[config.mk]
export PLATFORM = sky130hd
export DESIGN_NAME = circular_bitmap_block_allocator_flat
export DESIGN_NICKNAME = d
export VERILOG_FILES = /design/src/rtl/core/cbba_pkg.sv /design/src/rtl/core/cbba_if.sv /design/src/rtl/core/cbba_bitmap_ram.sv /design/src/rtl/core/cbba_scan_ctrl.sv /design/src/rtl/core/circular_bitmap_block_allocator.sv /design/src/flat_wrapper.sv
export SDC_FILE = /design/constraint.sdc
export NUM_CORES = 1
export LEC_CHECK = 0
export BUFFER_PORTS_ARGS = -buffer_cell sky130_fd_sc_hd__buf_2
export CAP_MARGIN = 15
export CORE_ASPECT_RATIO = 1.1
export CORE_MARGIN = 2
export CORE_UTILIZATION = 30
export DETAILED_ROUTE_END_ITERATION = 10
export PLACE_DENSITY = 0.47
export REMOVE_ABC_BUFFERS = 1
export SYNTH_ARGS = -nofsm -noshare
export SYNTH_HDL_FRONTEND = slang
export SYNTH_HIERARCHICAL = 1
export SYNTH_SLANG_ARGS = --single-unit
export TNS_END_PERCENT = 20
[constraint.sdc]
create_clock -name clk_i -period 3.4 [get_ports clk_i]
set_input_delay 0.68 -clock clk_i [delete_from_list [all_inputs] [get_ports clk_i]]
set_output_delay 0.68 -clock clk_i [all_outputs]
set_load 0.01 [all_outputs]
[src/rtl/core/cbba_pkg.sv]
// Shared constants and types of the bitmap block allocator.
package cbba_pkg;

  localparam int unsigned NUM_BLOCKS = 32;
  localparam int unsigned IDX_W      = 5;   // bits of a block address
  localparam int unsigned TAG_W      = 4;
  localparam int unsigned LEN_W      = 6;
  localparam int unsigned MAX_OUT    = 32;  // claims per request at most

  // Mode codes of a request
  localparam logic MODE_MARK  = 1'b0;
  localparam logic MODE_ALLOC = 1'b1;

  // Access of the sequencer to the bitmap memory
  typedef struct packed {
    logic [IDX_W-1:0] rd_addr;
    logic             wr_en;
    logic [IDX_W-1:0] wr_addr;
    logic             wr_data;
  } cbba_mem_req_t;

endpackage

[src/rtl/core/cbba_if.sv]
// Request and response channel interfaces of the allocator.
interface cbba_req_if;
  logic                      valid;
  logic                      ready;
  logic                      mode;
  logic [cbba_pkg::TAG_W-1:0] file_id;
  logic [cbba_pkg::IDX_W-1:0] start_block;
  logic [cbba_pkg::LEN_W-1:0] length;

  modport source (output valid, mode, file_id, start_block, length, input ready);
  modport sink   (input valid, mode, file_id, start_block, length, output ready);
  modport monitor (input valid, ready, mode, file_id, start_block, length);
endinterface

interface cbba_rsp_if;
  logic                      valid;
  logic                      ready;
  logic [cbba_pkg::TAG_W-1:0] file_tag;
  logic                      has_block;
  logic [cbba_pkg::IDX_W-1:0] block_index;
  logic                      last;
  logic                      success;

  modport source (output valid, file_tag, has_block, block_index, last, success,
                  input ready);
  modport sink   (input valid, file_tag, has_block, block_index, last, success,
                  output ready);
  modport monitor (input valid, ready, file_tag, has_block, block_index, last, success);
endinterface

[src/rtl/core/cbba_bitmap_ram.sv]
// Busy bitmap memory: one write and one registered read per cycle.
module cbba_bitmap_ram (
  input  logic                    clk_i,
  input  logic                    rst_ni,
  input  cbba_pkg::cbba_mem_req_t mem_req_i,
  output logic                    rd_data_o
);

  logic [cbba_pkg::NUM_BLOCKS-1:0] mem_q;
  logic [cbba_pkg::NUM_BLOCKS-1:0] vld_q;
  logic                            rd_mem_q;
  logic                            rd_vld_q;

  // Valid bits: an entry never written reads as free
  always_ff @(posedge clk_i or negedge rst_ni) begin
    if (!rst_ni) begin
      vld_q <= '0;
    end else if (mem_req_i.wr_en) begin
      vld_q[mem_req_i.wr_addr] <= 1'b1;
    end
  end

  // Storage array and registered read port
  always_ff @(posedge clk_i) begin
    if (mem_req_i.wr_en) begin
      mem_q[mem_req_i.wr_addr] <= mem_req_i.wr_data;
    end
    rd_mem_q <= mem_q[mem_req_i.rd_addr];
    rd_vld_q <= vld_q[mem_req_i.rd_addr];
  end

  assign rd_data_o = rd_mem_q & rd_vld_q;

endmodule

[src/rtl/core/cbba_scan_ctrl.sv]
// Request sequencer: marks blocks and walks the bitmap for allocations.
module cbba_scan_ctrl (
  input  logic                    clk_i,
  input  logic                    rst_ni,
  cbba_req_if.sink                req_i,
  cbba_rsp_if.source              rsp_o,
  output cbba_pkg::cbba_mem_req_t mem_req_o,
  input  logic                    rd_data_i
);

  localparam logic [1:0] ST_IDLE   = 2'd0;
  localparam logic [1:0] ST_SCAN   = 2'd1;
  localparam logic [1:0] ST_FINISH = 2'd2;

  logic [1:0]                 state_q, state_d;
  logic                       first_q, first_d;
  logic [cbba_pkg::TAG_W-1:0] tag_q, tag_d;
  logic [cbba_pkg::IDX_W-1:0] start_q, start_d;
  logic [cbba_pkg::LEN_W-1:0] want_q, want_d;
  logic [cbba_pkg::IDX_W-1:0] pos_q, pos_d;
  logic [cbba_pkg::LEN_W-1:0] cnt_q, cnt_d;
  logic [cbba_pkg::IDX_W-1:0] pend_q, pend_d;

  logic                       ov_q, ov_d;
  logic [cbba_pkg::TAG_W-1:0] o_tag_q, o_tag_d;
  logic                       o_has_q, o_has_d;
  logic [cbba_pkg::IDX_W-1:0] o_idx_q, o_idx_d;
  logic                       o_last_q, o_last_d;
  logic                       o_ok_q, o_ok_d;

  logic                       slot_free;
  logic                       req_beat;
  logic                       emit;
  logic                       start_oob;
  logic                       in_oob;
  logic [cbba_pkg::IDX_W-1:0] pos_nxt;
  logic [cbba_pkg::LEN_W-1:0] cnt_new;
  logic                       stop;

  assign slot_free = !ov_q || rsp_o.ready;
  assign req_i.ready = (state_q == ST_IDLE);
  assign req_beat  = req_i.valid && req_i.ready;
  assign start_oob = (32'(start_q) >= cbba_pkg::NUM_BLOCKS);
  assign in_oob    = (32'(req_i.start_block) >= cbba_pkg::NUM_BLOCKS);
  assign pos_nxt   = (32'(pos_q) == cbba_pkg::NUM_BLOCKS - 1) ? '0 : pos_q + 1'b1;
  assign cnt_new   = rd_data_i ? cnt_q : cnt_q + 1'b1;
  assign stop      = (cnt_new >= want_q) || (cnt_new >= cbba_pkg::LEN_W'(cbba_pkg::MAX_OUT))
                     || (pos_nxt == start_q);

  // Sequencer
  always_comb begin
    state_d  = state_q;
    first_d  = first_q;
    tag_d    = tag_q;
    start_d  = start_q;
    want_d   = want_q;
    pos_d    = pos_q;
    cnt_d    = cnt_q;
    pend_d   = pend_q;
    emit     = 1'b0;
    o_tag_d  = o_tag_q;
    o_has_d  = o_has_q;
    o_idx_d  = o_idx_q;
    o_last_d = o_last_q;
    o_ok_d   = o_ok_q;
    mem_req_o.rd_addr = pos_q;
    mem_req_o.wr_en   = 1'b0;
    mem_req_o.wr_addr = pos_q;
    mem_req_o.wr_data = 1'b1;

    case (state_q)
      ST_IDLE: begin
        mem_req_o.rd_addr = req_i.start_block;
        if (req_beat) begin
          tag_d   = req_i.file_id;
          start_d = req_i.start_block;
          want_d  = req_i.length;
          pos_d   = req_i.start_block;
          cnt_d   = '0;
          first_d = 1'b1;
          if (req_i.mode == cbba_pkg::MODE_MARK) begin
            mem_req_o.wr_en   = !in_oob;
            mem_req_o.wr_addr = req_i.start_block;
          end else begin
            state_d = ST_SCAN;
          end
        end
      end

      ST_SCAN: begin
        // data of pos_q is on rd_data_i; re-read it while the output stalls
        if (slot_free) begin
          if (first_q && (start_oob || rd_data_i)) begin
            emit     = 1'b1;
            o_tag_d  = tag_q;
            o_has_d  = 1'b0;
            o_idx_d  = '0;
            o_last_d = 1'b1;
            o_ok_d   = 1'b0;
            state_d  = ST_IDLE;
          end else if (first_q && (want_q == '0)) begin
            emit     = 1'b1;
            o_tag_d  = tag_q;
            o_has_d  = 1'b0;
            o_idx_d  = '0;
            o_last_d = 1'b1;
            o_ok_d   = 1'b1;
            state_d  = ST_IDLE;
          end else begin
            first_d = 1'b0;
            if (!rd_data_i) begin
              // claim; the previous claim is now known not to be the last
              mem_req_o.wr_en = 1'b1;
              pend_d = pos_q;
              cnt_d  = cnt_new;
              if (cnt_q != '0) begin
                emit     = 1'b1;
                o_tag_d  = tag_q;
                o_has_d  = 1'b1;
                o_idx_d  = pend_q;
                o_last_d = 1'b0;
                o_ok_d   = 1'b0;
              end
            end
            pos_d = pos_nxt;
            mem_req_o.rd_addr = pos_nxt;
            if (stop) begin
              state_d = ST_FINISH;
            end
          end
        end
      end

      ST_FINISH: begin
        // send the held claim as the final beat
        if (slot_free) begin
          emit     = 1'b1;
          o_tag_d  = tag_q;
          o_has_d  = 1'b1;
          o_idx_d  = pend_q;
          o_last_d = 1'b1;
          o_ok_d   = (cnt_q == want_q);
          state_d  = ST_IDLE;
        end
      end

      default: begin
        state_d = ST_IDLE;
      end
    endcase
  end

  // Output register
  always_comb begin
    if (emit) begin
      ov_d = 1'b1;
    end else if (rsp_o.ready) begin
      ov_d = 1'b0;
    end else begin
      ov_d = ov_q;
    end
  end

  always_ff @(posedge clk_i or negedge rst_ni) begin
    if (!rst_ni) begin
      state_q <= ST_IDLE;
      first_q <= 1'b0;
      cnt_q   <= '0;
      ov_q    <= 1'b0;
    end else begin
      state_q <= state_d;
      first_q <= first_d;
      cnt_q   <= cnt_d;
      ov_q    <= ov_d;
    end
  end

  always_ff @(posedge clk_i) begin
    tag_q    <= tag_d;
    start_q  <= start_d;
    want_q   <= want_d;
    pos_q    <= pos_d;
    pend_q   <= pend_d;
    o_tag_q  <= o_tag_d;
    o_has_q  <= o_has_d;
    o_idx_q  <= o_idx_d;
    o_last_q <= o_last_d;
    o_ok_q   <= o_ok_d;
  end

  assign rsp_o.valid       = ov_q;
  assign rsp_o.file_tag    = o_tag_q;
  assign rsp_o.has_block   = o_has_q;
  assign rsp_o.block_index = o_idx_q;
  assign rsp_o.last        = o_last_q;
  assign rsp_o.success     = o_ok_q;

endmodule

[src/rtl/core/circular_bitmap_block_allocator.sv]
// Top level of the next-fit bitmap block allocator.
// Usage:
//   req_i carries one request per beat: mode 0 marks start_block busy and
//   gives no response; mode 1 allocates up to length blocks for file_id,
//   walking forward from start_block and wrapping at the last block.
//   rsp_o gives one beat per claimed block, the final one with last set and
//   success telling whether all blocks were found; a busy start block gives
//   a single failure beat, a zero length on a free start a single success beat.
// Timing:
//   A mark is written as it is accepted; the next request can be taken in the following cycle.
//   An allocate walks one block per cycle, while its output is not stalled,
//   through the bitmap memory (one read and one write port, read data
//   registered), and the next request is taken once the walk is done.
//   A failure or zero-length beat is set in the output register from the first
//   scan step; a claim beat is held until the next claim or the end of the
//   walk is seen, and only then goes to the output register.
// Reset: all blocks are free after reset; no clearing pass is needed.
// Stall: responses sit in one output register; while it is full and not
//   taken, the walk holds and reissues its current read.
module circular_bitmap_block_allocator (
  input  logic       clk_i,
  input  logic       rst_ni,
  cbba_req_if.sink   req_i,
  cbba_rsp_if.source rsp_o
);

  cbba_pkg::cbba_mem_req_t mem_req;
  logic                    rd_data;

  cbba_scan_ctrl u_ctrl (
    .clk_i     (clk_i),
    .rst_ni    (rst_ni),
    .req_i     (req_i),
    .rsp_o     (rsp_o),
    .mem_req_o (mem_req),
    .rd_data_i (rd_data)
  );

  cbba_bitmap_ram u_ram (
    .clk_i     (clk_i),
    .rst_ni    (rst_ni),
    .mem_req_i (mem_req),
    .rd_data_o (rd_data)
  );

endmodule

[src/flat_wrapper.sv]
// flat-port wrapper written by rule: the top's interface ports become plain ports
module circular_bitmap_block_allocator_flat 
  (clk_i, rst_ni, req_i_valid, req_i_mode, req_i_file_id, req_i_start_block, req_i_length, req_i_ready, rsp_o_valid, rsp_o_file_tag, rsp_o_has_block, rsp_o_block_index, rsp_o_last, rsp_o_success, rsp_o_ready);
  cbba_req_if req_i_i ();
  cbba_rsp_if rsp_o_i ();
  input  logic clk_i;
  input  logic rst_ni;
  input wire logic [$bits(req_i_i.valid)-1:0] req_i_valid;
  input wire logic [$bits(req_i_i.mode)-1:0] req_i_mode;
  input wire logic [$bits(req_i_i.file_id)-1:0] req_i_file_id;
  input wire logic [$bits(req_i_i.start_block)-1:0] req_i_start_block;
  input wire logic [$bits(req_i_i.length)-1:0] req_i_length;
  output wire logic [$bits(req_i_i.ready)-1:0] req_i_ready;
  output wire logic [$bits(rsp_o_i.valid)-1:0] rsp_o_valid;
  output wire logic [$bits(rsp_o_i.file_tag)-1:0] rsp_o_file_tag;
  output wire logic [$bits(rsp_o_i.has_block)-1:0] rsp_o_has_block;
  output wire logic [$bits(rsp_o_i.block_index)-1:0] rsp_o_block_index;
  output wire logic [$bits(rsp_o_i.last)-1:0] rsp_o_last;
  output wire logic [$bits(rsp_o_i.success)-1:0] rsp_o_success;
  input wire logic [$bits(rsp_o_i.ready)-1:0] rsp_o_ready;
  assign req_i_i.valid = req_i_valid;
  assign req_i_i.mode = req_i_mode;
  assign req_i_i.file_id = req_i_file_id;
  assign req_i_i.start_block = req_i_start_block;
  assign req_i_i.length = req_i_length;
  assign req_i_ready = req_i_i.ready;
  assign rsp_o_valid = rsp_o_i.valid;
  assign rsp_o_file_tag = rsp_o_i.file_tag;
  assign rsp_o_has_block = rsp_o_i.has_block;
  assign rsp_o_block_index = rsp_o_i.block_index;
  assign rsp_o_last = rsp_o_i.last;
  assign rsp_o_success = rsp_o_i.success;
  assign rsp_o_i.ready = rsp_o_ready;
  circular_bitmap_block_allocator u_core (.clk_i(clk_i), .rst_ni(rst_ni), .req_i(req_i_i), .rsp_o(rsp_o_i));
endmodule
==> run summary, run 1 <==
CLOCK TREE
--------------------------------------------------------------------------------------
Buffers from clock root to sink, at most ................................            2
Clock H-tree levels .....................................................            4
Clock root buffer ....................................................... sky130_fd_sc_hd__clkbuf_16
Clock slew at the register clock pins of the worst setup and hold paths .      0.05 ns
Post-CTS Setup Inserts ..................................................            0
Clock buffers created by TritonCTS ......................................           17
Worst-skew pair later-pin latency .......................................      0.41 ns
CTS sink cnt ............................................................          113
CTS tree ................................................................        built
Gates resized, CTS repair ...............................................            0
Quantity of hold-fixing buffers added after cts .........................            0

POWER AND IR DROP
--------------------------------------------------------------------------------------
Leak Pwr ................................................................     2.643 nW
Total power divided by cell area ........................................ 1049 nW/um^2
Largest voltage drop on the vdd net .....................................    0.4408 mV

FLOORPLAN
--------------------------------------------------------------------------------------
Die Wd .................................................................. 131.9 microns
Vert. Die Dim ........................................................... 144.7 microns
Total die area ..........................................................  19090 sq um
Core Area ...............................................................  17680 sq um
Io pins .................................................................           34
Row Count ...............................................................           51
Initial standard-cell utilization of the core ...........................       0.3055

SYNTH
--------------------------------------------------------------------------------------
XOR/XNOR Fraction of Synth Area .........................................      0.02896
Number of standard cells after synthesis ................................          420
Mapped Area .............................................................   5400 sq um
Seq/Total Area, Yosys ...................................................       0.5857
Yosys warns .............................................................            6
Adder and majority cell fraction of the synthesized area ................      0.02780
Distinct cell type count of the synthesized netlist .....................           56
Mean instance size in the synthesized netlist ...........................  12.86 sq um
Multiplexer share of the synthesized area ...............................      0.09754
Number of enable-type register cells in the synthesized netlist .........           69
Flip-flop cell with the highest count after synthesis ................... sky130_fd_sc_hd__edfxtp_1
Yosys reg bits ..........................................................          113
Main combinational cell family by area after synthesis .................. simple AND/OR/NAND/NOR gates
Simple-gate share of the synthesized area ...............................       0.1508
Compound-Gate Fraction of Synth Area ....................................      0.07646
Fraction of registers with async set/reset ..............................       0.3717

STA
--------------------------------------------------------------------------------------
Endpoints failing setup .................................................            0
Final Max Slew Viols ....................................................            0
Final worst clock skew ..................................................  0.007583 ns
Total negative slack for setup checks ...................................         0 ns
Highest clock rate ......................................................    323.5 MHz
Final Cycle Share .......................................................       0.9093
Worst-margin pin slew ...................................................    0.7359 ns
Relative slew slack .....................................................       0.5094
Smallest setup slack after layout .......................................    0.3084 ns
Number of endpoints with negative hold slack in the final report ........            0
Minimum clock period ....................................................     3.092 ns
RSZ-0062 raised after global routing ....................................        false

SETUP PATH
--------------------------------------------------------------------------------------
Reg-to-Reg Start ........................................................ u_core/u_ctrl/pos_q[1]
Type of element capturing the critical path .............................     register
Data arrival time of the critical path ..................................      3.37 ns
Count of cells along the worst register-to-register path ................           11
Capture instance of the worst register-to-register path ................. u_core/u_ram/rd_mem_q
Data required time of the worst path ....................................      3.68 ns
Startpoint type of the worst setup path .................................     register
Class of the most critical setup path ...................................   reg -> reg
Worst setup slack for register-to-register paths ........................      0.31 ns
Highest fanout seen on the critical path ................................            8

FINISH
--------------------------------------------------------------------------------------
Most frequent cells in the layout ....................................... sky130_fd_sc_hd__edfxtp_1 (69), sky130_fd_sc_hd__dfrtp_1 (42), sky130_fd_sc_hd__nor2_1 (41)
Post-route design area ..................................................   6437 sq um
Ratio of cells with drive above 1 in the final layout ...................       0.2128
Number of filler instances in the final layout ..........................         1740
Nets@finish .............................................................          503
Most common cell after layout, fill and taps aside ...................... sky130_fd_sc_hd__edfxtp_1
Area growth from synthesis to layout ....................................       19.21%
Number of antenna repair diodes .........................................            0

PLACED DESIGN
--------------------------------------------------------------------------------------
Place WS ................................................................    0.2985 ns
RePlAce Congestion ......................................................       0.8046
HPWL Detailed ........................................................... 8288 microns
Port-buffer cells .......................................................           33
Cell area after placement ...............................................   5868 sq um

ROUTING
--------------------------------------------------------------------------------------
Vias ....................................................................         3359
WL/cell ................................................................. 16.33 microns
Initial DRC Count .......................................................          185
Post-detailed-routing wire length ....................................... 11790 microns
DRC errors left .........................................................            0
Number of vias per cell after detailed routing ..........................        4.652
TritonRoute pass-1 iters ................................................            4
Post-route ant nets .....................................................            0

GRT
--------------------------------------------------------------------------------------
Antenna violations before repair ........................................            0
Aggregate global-route resource usage ...................................       0.1339
Total gr overflow .......................................................            0
Vias in the first global route ..........................................         3441
First-pass GRT wire length .............................................. 19090 microns
Maximum number of pins on one net before global-route repair ............           33

RUN STATUS
--------------------------------------------------------------------------------------
Status .................................................................. finished, final reports clean

FLOW RUN
--------------------------------------------------------------------------------------
Max-cap violations ......................................................            0

WORST HOLD PATH
--------------------------------------------------------------------------------------
Class of the tightest hold or removal check .............................  in -> async

per-stage QoR:
stage | std cells | total power [mW] | utilization | hold WS (ns)
after global placement | 690 | 5.077 | 0.3320 | 0.4063
after floorplan | 405 | 4.183 | - | 0.3844
after detailed placement | 690 | 5.096 | 0.3320 | 0.4045
after global routing | 722 | 7.214 | 0.3642 | 0.3694
final | 722 | 6.752 | 0.3642 | 0.3224
after CTS | 722 | 6.829 | 0.3642 | 0.3522
synth_stat cells (2+ instances only):
master	instances	area (sq um)
sky130_fd_sc_hd__clkbuf_1	3	11.26
sky130_fd_sc_hd__o311ai_1	2	17.52
sky130_fd_sc_hd__o21ai_0	14	70.07
sky130_fd_sc_hd__a31oi_1	3	18.77
sky130_fd_sc_hd__clkbuf_2	2	10.01
sky130_fd_sc_hd__nor2_1	41	153.9
sky130_fd_sc_hd__or3_1	2	12.51
sky130_fd_sc_hd__o31ai_1	3	22.52
sky130_fd_sc_hd__nand4b_1	2	17.52
sky130_fd_sc_hd__a22oi_1	19	142.6
sky130_fd_sc_hd__or2_2	2	12.51
sky130_fd_sc_hd__buf_2	2	10.01
sky130_fd_sc_hd__nand2b_1	6	37.54
sky130_fd_sc_hd__a21oi_1	4	20.02
sky130_fd_sc_hd__buf_6	5	56.30
sky130_fd_sc_hd__dfxtp_1	2	40.04
sky130_fd_sc_hd__nor4_1	2	12.51
sky130_fd_sc_hd__nand4b_4	2	47.55
sky130_fd_sc_hd__nand3_1	6	30.03
sky130_fd_sc_hd__nor2b_1	11	68.82
sky130_fd_sc_hd__nand3b_1	5	37.54
sky130_fd_sc_hd__ha_1	12	150.1
sky130_fd_sc_hd__xor2_1	9	78.83
sky130_fd_sc_hd__dfrtp_1	42	1051
sky130_fd_sc_hd__a32o_1	3	30.03
sky130_fd_sc_hd__a21o_1	2	15.01
sky130_fd_sc_hd__xnor2_1	7	61.31
sky130_fd_sc_hd__nor2_2	2	12.51
sky130_fd_sc_hd__mux2_2	12	135.1
sky130_fd_sc_hd__nand2_1	16	60.06
sky130_fd_sc_hd__or3b_1	3	26.28
sky130_fd_sc_hd__inv_1	13	48.80
sky130_fd_sc_hd__or2_1	30	187.7
sky130_fd_sc_hd__mux2i_1	38	380.4
sky130_fd_sc_hd__and2_1	3	18.77
sky130_fd_sc_hd__and4b_1	2	20.02
sky130_fd_sc_hd__edfxtp_1	69	2072
registers in the layout, summed over array words and instances, names as in the netlist, 2 cells and up:
signal                           cells
u_core/u_ram/vld_q                  32
u_core/u_ctrl/rsp_o.file_tag         4
u_core/u_ctrl/state_q                2
u_core/u_ctrl/want_q                 6
u_core/u_ctrl/tag_q                  4
u_core/u_ctrl/cnt_q                  6
u_core/u_ctrl/pos_q                  5
u_core/u_ram/mem_q                  32
u_core/u_ctrl/start_q                5
u_core/u_ctrl/rsp_o.block_index      5
u_core/u_ctrl/pend_q                 5
worst max path at each step:
stage                           start                     to  slack, ns  cells after the start
2_1_floorplan  u_core/u_ctrl/pos_q[0]  u_core/u_ram/rd_mem_q      -2.26                     11
3_3_place_gp              rsp_o_ready  u_core/u_ram/rd_mem_q       0.38                     11
3_5_place_dp              rsp_o_ready  u_core/u_ram/rd_mem_q       0.30                     11
4_1_cts        u_core/u_ctrl/pos_q[1]  u_core/u_ram/rd_mem_q       0.29                     11
5_1_grt        u_core/u_ctrl/pos_q[1]  u_core/u_ram/rd_vld_q      0.006                     11
6_report       u_core/u_ctrl/pos_q[1]  u_core/u_ram/rd_mem_q       0.31                     11
cell families (layout without fill, tap and decap cells):
family,count (synthesis),in the layout
AND/OR/NAND/NOR,141,141
flip-flops,113,113
AO/OA/AOI/OAI,57,57
multiplexers,51,51
buffers and inverters,28,92
XOR/XNOR,17,17
adder cells (fa/ha/maj),12,12
other,1,1
layer usage:
metal / part of all wire / global-route usage / vias to the layer above / routed length (microns)
li1: - / - / 1629 / -
met1: 0.45 / 0.1614 / 1652 / 5322
met2: 0.50 / 0.2275 / 72 / 5919
met3: 0.037 / 0.03727 / 6 / 440
met4: 0.0089 / 0.05549 / 0 / 105
met5: 0 / 0 / - / 0
cell type report:
cell class / count / area, sq um / area share
flip-flops and latches: 113 / 3163 / 0.4914
multi-input cells: 279 / 2076 / 0.3224
clock inverters: 15 / 143.9 / 0.02235
repair buffers: 47 / 282.8 / 0.04393
clock buffers: 17 / 425.4 / 0.06608
well taps: 238 / 297.8 / 0.04626
inverters: 13 / 48.80 / 0.007580
worst max-delay path: stages, from the launching register on:
cell                       delay [ns]
sky130_fd_sc_hd__edfxtp_1        0.50
sky130_fd_sc_hd__ha_1            0.25
sky130_fd_sc_hd__and3_1          0.19
sky130_fd_sc_hd__ha_1            0.24
sky130_fd_sc_hd__nor2_1          0.24
sky130_fd_sc_hd__mux2i_1         0.11
sky130_fd_sc_hd__o21ai_0         0.41
sky130_fd_sc_hd__and2_1          0.40
sky130_fd_sc_hd__a22oi_1         0.15
sky130_fd_sc_hd__and4b_1         0.21
sky130_fd_sc_hd__a31oi_1         0.15
sky130_fd_sc_hd__o311ai_1        0.11
report_power, final:
group          leakage, nW  internal (mW)  switching (mW)
logic                 1.19           1.24            1.59
registers             1.18           1.98           0.244
clock network        0.272           1.07           0.621
Note: power is estimated with default switching activity, not from simulation.
==> run 2, diff against run 1 <==
Settings changed: CORE_ASPECT_RATIO 1.1 to not set, CTS_BUF_LIST set to sky130_fd_sc_hd__clkbuf_8.
==> run 2 against run 1 <==
Compared with the run above:
- die area barely moved
- routed wire length rose by 1.5%
- worst setup slack got worse by 0.0036 ns
- flip-flop and latch count did not move
==> run summary, run 2 (synthesis gave the netlist of run 1 again) <==
CLOCK TREE
--------------------------------------------------------------------------------------
Buffers from clock root to sink, at most ................................            2
Gates resized, CTS repair ...............................................            0
Clock slew at the register clock pins of the worst setup and hold paths .      0.07 ns
CTS tree ................................................................        built
Post-CTS Setup Inserts ..................................................            0
Clock root buffer ....................................................... sky130_fd_sc_hd__clkbuf_8
Clock H-tree levels .....................................................            4
CTS sink cnt ............................................................          113
Quantity of hold-fixing buffers added after cts .........................            0
Worst-skew pair later-pin latency .......................................      0.43 ns
Clock buffers created by TritonCTS ......................................           17

PLACED DESIGN
--------------------------------------------------------------------------------------
Port-buffer cells .......................................................           33
HPWL Detailed ........................................................... 8209 microns
Placed Cells incl. Taps .................................................          677
Place WS ................................................................    0.3329 ns
RePlAce Congestion ......................................................       0.7981

FINISH
--------------------------------------------------------------------------------------
Footprint of the multi-input gates ......................................   2076 sq um
Flip-flop and latch area ................................................   3163 sq um
Most common cell after layout, fill and taps aside ...................... sky130_fd_sc_hd__edfxtp_1
Post-route insts no fill ................................................          709
Final core occ ..........................................................       0.3501
Top flop regs ........................................................... u_core/u_ram/mem_q: 32 flops, u_core/u_ram/vld_q: 32 flops
Area growth from synthesis to layout ....................................       15.66%
Number of antenna repair diodes .........................................            0
Ratio of cells with drive above 1 in the final layout ...................       0.2063
Nets@finish .............................................................          499
Number of filler instances in the final layout ..........................         1760
Most frequent cells in the layout ....................................... sky130_fd_sc_hd__edfxtp_1 (69), sky130_fd_sc_hd__dfrtp_1 (42), sky130_fd_sc_hd__nor2_1 (41)

STA
--------------------------------------------------------------------------------------
Highest clock rate ......................................................    323.1 MHz
Minimum clock period ....................................................     3.095 ns
Final Max Slew Viols ....................................................            0
Final worst clock skew ..................................................  0.009881 ns
Number of endpoints with negative hold slack in the final report ........            0
RSZ-0062 raised after global routing ....................................        false
Relative slew slack .....................................................       0.3274
Worst hold-check slack ..................................................    0.4127 ns
Smallest setup slack after layout .......................................    0.3047 ns
Final Cycle Share .......................................................       0.9104
Worst-margin pin slew ...................................................     1.009 ns
Endpoints failing setup .................................................            0

ROUTING
--------------------------------------------------------------------------------------
Number of vias per cell after detailed routing ..........................        4.788
Post-route ant nets .....................................................            0
Vias ....................................................................         3395
TritonRoute pass-1 iters ................................................            4
DRC errors left .........................................................            0
Initial DRC Count .......................................................          331
WL/cell ................................................................. 16.88 microns
Post-detailed-routing wire length ....................................... 11970 microns

GRT
--------------------------------------------------------------------------------------
Maximum number of pins on one net before global-route repair ............           43
Aggregate global-route resource usage ...................................       0.1346
Antenna violations before repair ........................................            0
First-pass GRT wire length .............................................. 19890 microns
Vias in the first global route ..........................................         3685
Total gr overflow .......................................................            0

FLOORPLAN
--------------------------------------------------------------------------------------
Io pins .................................................................           34
Total die area ..........................................................  19090 sq um
Vert. Die Dim ........................................................... 138.2 microns
Die Wd .................................................................. 138.2 microns
Row Count ...............................................................           49
Initial standard-cell utilization of the core ...........................       0.3027
Core Area ...............................................................  17840 sq um

SETUP PATH
--------------------------------------------------------------------------------------
Worst path cell trace ................................................... ha_1 -> and3_1 -> ha_1 -> nor2_1 -> mux2i_1 -> o21ai_0 -> nor2b_1 -> a22oi_1 -> and4b_1 -> a31oi_1 -> o311ai_1
Data required time of the worst path ....................................      3.71 ns
Count of buffer and inverter cells on the critical path .................            0
Startpoint type of the worst setup path .................................     register
Data arrival time of the critical path ..................................      3.40 ns
Cell family contributing the most delay on the critical path ............ simple AND/OR/NAND/NOR gates
Worst-path cell with the longest stage delay ............................ sky130_fd_sc_hd__edfxtp_1
Type of element capturing the critical path .............................     register
Most Frequent Cell on Critical Path ..................................... sky130_fd_sc_hd__ha_1
Highest fanout seen on the critical path ................................            7
Class of the most critical setup path ...................................   reg -> reg
Critical path's largest stage delay .....................................      0.50 ns

RUN STATUS
--------------------------------------------------------------------------------------
Status .................................................................. finished, final reports clean

FLOW RUN
--------------------------------------------------------------------------------------
Max-cap violations ......................................................            0

POWER AND IR DROP
--------------------------------------------------------------------------------------
Total power divided by cell area ........................................ 1026 nW/um^2
Largest voltage drop on the vdd net .....................................    0.4359 mV
Leak Pwr ................................................................     2.567 nW

WORST HOLD PATH
--------------------------------------------------------------------------------------
Class of the tightest hold or removal check .............................  in -> async

==> run 2: where the power goes <==
part | switching (mW) | internal, mW | total (mW)
logic | 1.63 | 1.21 | 2.84
clock network | 0.544 | 0.802 | 1.35
registers | 0.243 | 1.98 | 2.22
total | 2.42 | 3.99 | 6.41
==> run 2: worst reg2reg max path, delay by kind of cell, from the launching register on <==
family	cells	cell delay, ns
AND/OR/NAND/NOR	4	1.06
AO/OA/AOI/OAI	4	0.78
flip-flops	1	0.50
adder cells (fa/ha/maj)	2	0.50
multiplexers	1	0.12
==> run 2: final timing paths <==
kind,from,end,slack [ns],cells past startpoint
min in group clk_i,u_core/u_ctrl/tag_q[2],u_core/u_ctrl/rsp_o.file_tag[2],0.42,0
setup / recovery,u_core/u_ctrl/pos_q[0],u_core/u_ram/rd_mem_q,0.30,11
hold reg to reg,u_core/u_ctrl/tag_q[2],u_core/u_ctrl/rsp_o.file_tag[2],0.42,0
max in group asynchronous,rst_ni,u_core/u_ctrl/state_q[1],2.35,1
setup reg to reg,u_core/u_ctrl/pos_q[0],u_core/u_ram/rd_mem_q,0.30,11
hold / removal,rst_ni,u_core/u_ram/vld_q[23],0.41,1
==> run 2: metal layers <==
| layer | up-vias | GRT usage | share of wire |
|---|---|---|---|
| met1 | 1679 | 0.1733 | 0.45 |
| met4 | 0 | 0.04404 | 0.014 |
| met2 | 85 | 0.2134 | 0.48 |
| met3 | 12 | 0.04711 | 0.054 |
| li1 | 1619 | - | - |
| met5 | - | 0 | 0 |
==> run 2: area by class of cell <==
type	instances	area share
Tap cell	229	0.04587
Sequential cell	113	0.5064
Timing Repair Buffer	43	0.04046
Clock inverter	14	0.02744
Inverter	13	0.007813
Clock buffer	18	0.03966
Multi-Input combinational cell	279	0.3323
==> run 2: through the flow <==
step           area, sq um  power, mW  TNS (ns)
2_1_floorplan         5276      4.183    -4.519
3_3_place_gp          5827      5.068         0
3_5_place_dp          5827      5.092         0
4_1_cts               6246      6.477         0
5_1_grt               6246      6.879         0
6_report              6246      6.410         0
